## src/sv/md4_pkg.sv

```systemverilog
// md4_pkg: constants, op codes and round tables for the md4 digest block
// no dependencies
package md4_pkg;

	typedef enum logic [1:0] {
		OP_ABSORB  = 2'd0,
		OP_DIGEST  = 2'd1,
		OP_RESTART = 2'd2,
		OP_UNUSED  = 2'd3
	} op_t;

	localparam logic [31:0] IV0 = 32'h67452301;
	localparam logic [31:0] IV1 = 32'hefcdab89;
	localparam logic [31:0] IV2 = 32'h98badcfe;
	localparam logic [31:0] IV3 = 32'h10325476;
	localparam logic [31:0] K2 = 32'h5a827999;
	localparam logic [31:0] K3 = 32'h6ed9eba1;
	localparam logic [7:0] PAD_BYTE = 8'h80;
	localparam int BLOCK_BYTES = 64;

	// message word index used by step i
	function automatic logic [3:0] word_sel(input logic [5:0] i);
		logic [3:0] k;
		k = i[3:0];
		if (i < 6'd16) return k;
		else if (i < 6'd32) return {k[1:0], k[3:2]};
		else return {k[0], k[1], k[2], k[3]};
	endfunction

	function automatic logic [4:0] shift_sel(input logic [5:0] i);
		logic [1:0] j;
		j = i[1:0];
		if (i < 6'd16) begin
			case (j)
				2'd0: return 5'd3;
				2'd1: return 5'd7;
				2'd2: return 5'd11;
				default: return 5'd19;
			endcase
		end else if (i < 6'd32) begin
			case (j)
				2'd0: return 5'd3;
				2'd1: return 5'd5;
				2'd2: return 5'd9;
				default: return 5'd13;
			endcase
		end else begin
			case (j)
				2'd0: return 5'd3;
				2'd1: return 5'd9;
				2'd2: return 5'd11;
				default: return 5'd15;
			endcase
		end
	endfunction

	function automatic logic [31:0] rotl(input logic [31:0] v, input logic [4:0] n);
		logic [63:0] w;
		w = {v, v} << n;
		return w[63:32];
	endfunction

endpackage

```

## src/sv/md4_message_digest.sv

```systemverilog
// md4_message_digest: md4 hash of a byte stream, digest read without disturbing state
// depends on md4_pkg
//
// usage: s_tdata carries {data_byte, op}; op 0 absorbs a byte, 1 reads the digest,
// 2 restarts at the initial vector, 3 is ignored.
// bytes live in a 16 x 32-bit word memory; a digest read pads a private copy in a
// second word memory. each compression step primes a read of its message word from
// a memory with a registered read, then updates; after the 48 steps the add state
// folds the result into the chain.
// after an absorb the input is ready for the next byte, except after the 64th
// byte of a block, when it is held off while the block compresses.
// a digest read copies and pads the buffer in one pass and compresses it; with 56 or
// more bytes buffered a second padded block follows. the first word on m_tdata, with
// word_index and last_word in m_tuser and m_tlast, appears once the last padded
// block is folded into the digest chain.
// if the receiver stalls, the current word holds; no input is taken until all four
// words are taken.
// reset loads the initial vector into the chaining words and clears the bit count and
// fill index; the byte buffer is undefined until written.
module md4_message_digest (
	input  logic        clk,
	input  logic        arst_n,
	input  logic        s_tvalid,
	output logic        s_tready,
	input  logic [15:0] s_tdata,   // op[1:0], data_byte[9:2], zero fill
	output logic        m_tvalid,
	input  logic        m_tready,
	output logic [31:0] m_tdata,   // digest_word[31:0]
	output logic [1:0]  m_tuser,   // word_index[1:0]
	output logic        m_tlast    // last_word
);
	import md4_pkg::*;

	typedef enum logic [6:0] {
		ST_IDLE  = 7'b0000001,
		ST_COPY  = 7'b0000010,
		ST_PAD   = 7'b0000100,
		ST_COMP  = 7'b0001000,
		ST_ADD   = 7'b0010000,
		ST_OUT   = 7'b0100000,
		ST_ZERO  = 7'b1000000
	} state_t;

	state_t state_q;
	logic [31:0] msg_mem [16];   // stream block
	logic [31:0] pad_mem [16];   // padded copy
	logic [31:0] msg_rd_q, pad_rd_q;
	logic [31:0] h_q [4];
	logic [31:0] hd_q [4];       // digest working chain
	logic [31:0] v_q [4];
	logic [63:0] bit_count_q;
	logic [5:0]  fill_q;
	logic [5:0]  step_q;
	logic [4:0]  cnt_q;          // copy / pad word counter
	logic        use_pad_q;      // compressing the digest copy
	logic        second_q;       // digest needs a second block
	logic [1:0]  out_idx_q;
	logic        rd_valid_q;

	logic [1:0] op;
	logic [7:0] data_byte;
	logic       s_acc;
	assign op = s_tdata[1:0];
	assign data_byte = s_tdata[9:2];
	assign s_acc = s_tvalid && s_tready;
	assign s_tready = (state_q == ST_IDLE);

	// read address for the step engine and copy
	logic [3:0] rd_addr;
	always_comb begin
		if (state_q == ST_COMP) rd_addr = word_sel(step_q);
		else rd_addr = cnt_q[3:0];
	end

	// byte lane write into the stream word memory
	logic [31:0] cur_word_q;     // word being assembled
	logic [31:0] new_word;
	always_comb begin
		new_word = cur_word_q;
		case (fill_q[1:0])
			2'd0: new_word = {24'd0, data_byte};
			2'd1: new_word[15:8] = data_byte;
			2'd2: new_word[23:16] = data_byte;
			default: new_word[31:24] = data_byte;
		endcase
	end

	// padded word for the word read in the previous cycle (index cnt_q - 1)
	logic [3:0]  pw_idx;
	logic [31:0] pad_word;
	logic [3:0]  fw;
	assign pw_idx = cnt_q[3:0] - 4'd1;
	assign fw = fill_q[5:2];
	always_comb begin
		pad_word = 32'd0;
		if (!second_q) begin
			if (pw_idx < fw) pad_word = msg_rd_q;
			else if (pw_idx == fw) begin
				case (fill_q[1:0])
					2'd0: pad_word = {24'd0, PAD_BYTE};
					2'd1: pad_word = {16'd0, PAD_BYTE, msg_rd_q[7:0]};
					2'd2: pad_word = {8'd0, PAD_BYTE, msg_rd_q[15:0]};
					default: pad_word = {PAD_BYTE, msg_rd_q[23:0]};
				endcase
			end
		end
		if (second_q || fill_q < 6'd56) begin
			if (pw_idx == 4'd14) pad_word = bit_count_q[31:0];
			if (pw_idx == 4'd15) pad_word = bit_count_q[63:32];
		end
	end

	always_ff @(posedge clk) begin
		if (s_acc && op == OP_ABSORB) msg_mem[fill_q[5:2]] <= new_word;
		if ((state_q == ST_COPY || state_q == ST_PAD) && cnt_q != 5'd0)
			pad_mem[pw_idx] <= pad_word;
		msg_rd_q <= msg_mem[rd_addr];
		pad_rd_q <= pad_mem[rd_addr];
	end

	// round step
	logic [1:0]  t;
	logic [31:0] b, c, d, f, va, vn;
	logic [31:0] x;
	assign t = 2'd0 - step_q[1:0];
	assign b = v_q[t + 2'd1];
	assign c = v_q[t + 2'd2];
	assign d = v_q[t + 2'd3];
	assign x = use_pad_q ? pad_rd_q : msg_rd_q;
	always_comb begin
		if (step_q < 6'd16) f = ((b & c) | (~b & d));
		else if (step_q < 6'd32) f = ((b & c) | (b & d) | (c & d)) + K2;
		else f = (b ^ c ^ d) + K3;
		va = v_q[t] + f + x;
		vn = rotl(va, shift_sel(step_q));
	end

	logic [5:0] step_m1;
	assign step_m1 = step_q - 6'd1;

	always_ff @(posedge clk or negedge arst_n) begin
		if (!arst_n) begin
			state_q <= ST_IDLE;
			h_q <= '{IV0, IV1, IV2, IV3};
			hd_q <= '{default: '0};
			v_q <= '{default: '0};
			cur_word_q <= '0;
			bit_count_q <= '0;
			fill_q <= '0;
			step_q <= '0;
			cnt_q <= '0;
			use_pad_q <= 1'b0;
			second_q <= 1'b0;
			out_idx_q <= '0;
			rd_valid_q <= 1'b0;
		end else begin
			case (state_q)
				ST_IDLE: begin
					if (s_acc) begin
						case (op)
							OP_ABSORB: begin
								cur_word_q <= new_word;
								bit_count_q <= bit_count_q + 64'd8;
								fill_q <= fill_q + 6'd1;
								if (fill_q == 6'(BLOCK_BYTES - 1)) begin
									state_q <= ST_COMP;
									v_q <= h_q;
									hd_q <= h_q;
									use_pad_q <= 1'b0;
									step_q <= '0;
									rd_valid_q <= 1'b0;
								end
							end
							OP_DIGEST: begin
								state_q <= ST_COPY;
								hd_q <= h_q;
								cnt_q <= '0;
								second_q <= 1'b0;
							end
							OP_RESTART: begin
								h_q <= '{IV0, IV1, IV2, IV3};
								bit_count_q <= '0;
								fill_q <= '0;
							end
							default: ;
						endcase
					end
				end
				ST_COPY, ST_PAD: begin
					// reads word cnt_q while padded word cnt_q-1 is written
					cnt_q <= cnt_q + 5'd1;
					if (cnt_q == 5'd16) begin
						state_q <= ST_COMP;
						v_q <= hd_q;
						use_pad_q <= 1'b1;
						step_q <= '0;
						rd_valid_q <= 1'b0;
					end
				end
				ST_COMP: begin
					// first cycle primes the memory read
					if (!rd_valid_q) begin
						rd_valid_q <= 1'b1;
					end else begin
						v_q[t] <= vn;
						step_q <= step_q + 6'd1;
						rd_valid_q <= 1'b0;
						if (step_q == 6'd47) state_q <= ST_ADD;
					end
				end
				ST_ADD: begin
					for (int i = 0; i < 4; i++) hd_q[i] <= hd_q[i] + v_q[i];
					if (!use_pad_q) begin
						for (int i = 0; i < 4; i++) h_q[i] <= h_q[i] + v_q[i];
						state_q <= ST_IDLE;
					end else if (!second_q && fill_q >= 6'd56) begin
						second_q <= 1'b1;
						cnt_q <= '0;
						state_q <= ST_PAD;
					end else begin
						out_idx_q <= '0;
						state_q <= ST_OUT;
					end
				end
				ST_OUT: begin
					if (m_tready) begin
						out_idx_q <= out_idx_q + 2'd1;
						if (out_idx_q == 2'd3) state_q <= ST_IDLE;
					end
				end
				default: state_q <= ST_IDLE;
			endcase
		end
	end

	assign m_tvalid = (state_q == ST_OUT);
	assign m_tdata = hd_q[out_idx_q];
	assign m_tuser = out_idx_q;
	assign m_tlast = (out_idx_q == 2'd3);

	// step_m1 only names the previous step for the check below
`ifndef NO_ASSERTIONS
	a_step_adv: assert property (@(posedge clk) disable iff (!arst_n)
		(state_q == ST_COMP && rd_valid_q && step_q != 6'd47) |=>
		(step_m1 == $past(step_q))) else $error("step did not advance");
	a_no_in_busy: assert property (@(posedge clk) disable iff (!arst_n)
		(state_q != ST_IDLE) |-> !s_tready) else $error("input taken while busy");
	a_out_order: assert property (@(posedge clk) disable iff (!arst_n)
		(m_tvalid && m_tready && !m_tlast) |=> (m_tvalid && m_tuser == $past(m_tuser) + 2'd1))
		else $error("digest words out of order");
`endif
endmodule

```

## config.mk

```make
export PLATFORM = sky130hd
export DESIGN_NAME = md4_message_digest
export DESIGN_NICKNAME = d
export VERILOG_FILES = /design/src/sv/md4_pkg.sv /design/src/sv/md4_message_digest.sv
export SDC_FILE = /design/constraint.sdc
export NUM_CORES = 2
export LEC_CHECK = 0
export BUFFER_PORTS_ARGS = -buffer_cell sky130_fd_sc_hd__buf_2
export CORE_ASPECT_RATIO = 0.8
export CORE_MARGIN = 10
export CORE_UTILIZATION = 30
export DETAILED_ROUTE_END_ITERATION = 12
export GPL_TIMING_DRIVEN = 0
export PLACE_DENSITY = 0.45
export SYNTH_ARGS = -nofsm -noshare
export SYNTH_HDL_FRONTEND = slang
export SYNTH_SLANG_ARGS = --single-unit
```

## constraint.sdc

```tcl
create_clock -name clk -period 21 [get_ports clk]
set_clock_uncertainty 0.1 [all_clocks]
set_input_delay 1.05 -clock clk [delete_from_list [all_inputs] [get_ports clk]]
set_output_delay 1.05 -clock clk [all_outputs]
set_load 0.02 [all_outputs]
```

==> run summary <==
WL final - 436 mm
final setup fails - 0
arrival time at the worst endpoint - 14.22 ns
Worst EP required - 21.67 ns
crit path time final - 13.56 ns
CTS resizes - 0
CP peak stage delay - 1.18 ns
average footprint of a synthesized cell - 10.5 um2
post-synth top area share - 34.6%
Post-DRT Antenna Nets - 0
post-DP HPWL - 341 mm
Startpoint Class - flip-flop
top cells by count, synth - nand2_1, edfxtp_1, a21oi_1
die footprint - 319000 um2
Synth Area in Compound Gates - 19.5%
gr usage total - 26.1%
FMAX - 73.8 MHz
Max clock buf depth - 4
Iteration-0 DRC Markers - 11000
Ports - 57
H-Tree Depth - 4
worst hold path type - reg2reg
Layout Cell Area excl Fill - 103000 um2
first-pass GRT wire length - 592 mm
GRT met2 Usage - 33.9%
number of remaining DRC errors - 0
final core occ - 34.9%
largest net degree at the start of global routing - 95
Max Slew Vio Count - 92
CP Max Fanout - 12
predominant post-synthesis flop cell - edfxtp_1
WS Path Type - reg2reg
Die X - 629 um
Seq. cell area - 44700 um2
CTS tree - built
clock root cell - clkbuf_16
net count after synthesis - 8839
vias in the first global route - 70800
first-pass detailed-route iteration total - 6
worst slack, placed - 8.25 ns
Synth Instances - 8450
via count - 76900
library cells used by synthesis - 98
Synth Area in Simple Gates - 12.9%
Syn-to-layout area delta - 15.6%
mux cell area share after synthesis - 5.17%
worst-margin pin slew - 1.72 ns
clock slew at reported path FFs - 0.06 ns
Critical Path Slowest Stage Cell - mux2i_1
Die Span Y - 507 um
Nets - 9185
Site Rows - 178
CTS buffer count - 188
setup ws final - 7.44 ns
FFs w/ async S/R, synth - 31.7%
failing checks - capacitance limit, slew limit
Yosys top cell by area - edfxtp_1
status - finished with violations
most common cell in the netlist - nand2_1
placed cell area - 96400 um2
endpoint type of the worst setup path - flip-flop
post-synthesis xor/xnor area fraction - 3.27%
Worst-Skew Late Latency - 0.89 ns
fin crit share - 64.6%
setup TNS - 0 ns
grt peak-use layer - met1
clock sink count - 1593
post-synthesis sequential area ratio - 50.3%
Worst slew margin - -14.6%
setup bufs post-CTS - 0
YS warnings - 0
Top cell by count, worst path - o21ai_0
Post-Syn Area - 89000 um2
area taken by multi-input logic gates - 41900 um2
met1 usage - 38.7%
Yosys reg bits - 1593
Layout fillers - 29300
Core Box Area - 295000 um2
I/O Buffers - 49
layout cells sized above 1 - 9.63%
Synth Area in Adders - 5.78%
initial antenna violation count - 73
GR Overflow Total - 0
largest family of logic cells by synthesized area - compound AO/OA/AOI/OAI gates
GPL Wtd Cong - 1.05
max-cap viol count - 10
RSZ-0062 raised after global routing - no
DR vias/cell - 5.95
met3 Use GR - 11.3%
final hold violation count - 0
top cells by area, synth - edfxtp_1, dfrtp_1, nand2_1
EDFF count, synth - 1024
WL/cell - 33.7 um
initial core utilization - 30.2%
state kept, by name, indices dropped and copies added, names as in the netlist, 2 cells and up:
register and count:
bit_count_q 61, h_q 128, msg_rd_q 32, pad_mem 512, state_q 6, v_q 128
fill_q 6, msg_mem 512, hd_q 128, step_q 6, cnt_q 5, cur_word_q 32
pad_rd_q 32, m_tuser 2
area by class of cell:
| type | instances | share of cell area (%) |
|---|---|---|
| Antenna cell | 27 | 0.0657 |
| Buffer | 533 | 2.02 |
| Clock buffer | 267 | 5.23 |
| Clock inverter | 74 | 0.956 |
| Inverter | 179 | 0.653 |
| Multi-Input combinational cell | 6145 | 40.8 |
| Sequential cell | 1593 | 43.5 |
| Tap cell | 3960 | 4.82 |
| Timing Repair Buffer | 156 | 1.98 |
repair_timing:
| action | CTS | global route |
|---|---|---|
| endpoints found under the hold margin | 10 | 0 |
| setup endpoints to repair | 0 | 0 |
| hold buffers | 1 | 0 |
critical path, delay by kind of cell (launching register included):
family	cells	cell delay (ns)
xor+xnor	1	0.18
fa+ha+maj	4	1.67
mux	2	1.57
buf+inv	10	3.70
flops	1	0.47
compound gates	11	2.88
simple gates	10	2.81
through the flow:
stage / cells / hold slack [ns]
after floorplan: 8450 / 0.342
after global placement: 12500 / 0.358
after detailed placement: 12600 / 0.359
after CTS: 12900 / 0.357
after global routing: 12900 / 0.390
final: 12900 / 0.376
layout by cell type, fill, tap and decap left out, drive strengths merged, types with 111 or more instances in the layout:
cell type  synthesis  layout
a211oi           378     378
a21o             145     145
a21oi            670     670
a22oi            126     126
a311oi           139     139
a31oi            195     195
and2             284     284
buf               62     216
clkbuf           471     739
dfrtp            440     440
edfxtp          1024    1024
ha               302     302
inv              178     182
mux4             138     138
nand2           1172    1172
nand3            128     128
nor2             491     491
nor3             111     111
o21ai            470     470
xnor2            171     171
xor2             161     161
cell families after synthesis:
group           count (synthesis)
xor+xnor                      332
flops                        1593
compound gates               2628
mux                           279
simple gates                 2535
fa+ha+maj                     371
buf+inv                       712
worst paths after layout:
kind                          startpoint            end  slack, ns  depth (start not counted)
min in group asynchronous         arst_n      hd_q[108]       0.61                          2
max                            step_q[0]        v_q[54]       7.44                         38
min                        cur_word_q[2]  cur_word_q[2]       0.38                          2
min reg2reg                cur_word_q[2]  cur_word_q[2]       0.38                          2
max reg2reg                    step_q[0]        v_q[54]       7.44                         38
max in group asynchronous         arst_n        h_q[28]      18.49                          5
per-layer routing:
layer	part of all wire, %	routed length (um)
met5	0.13	553
met4	3.0	13100
met2	37	163000
met3	14	59400
met1	46	200000
Power is left out: the tool's default activity adds up to more than one toggle a clock period on the data nets, which glitch-free logic cannot reach.
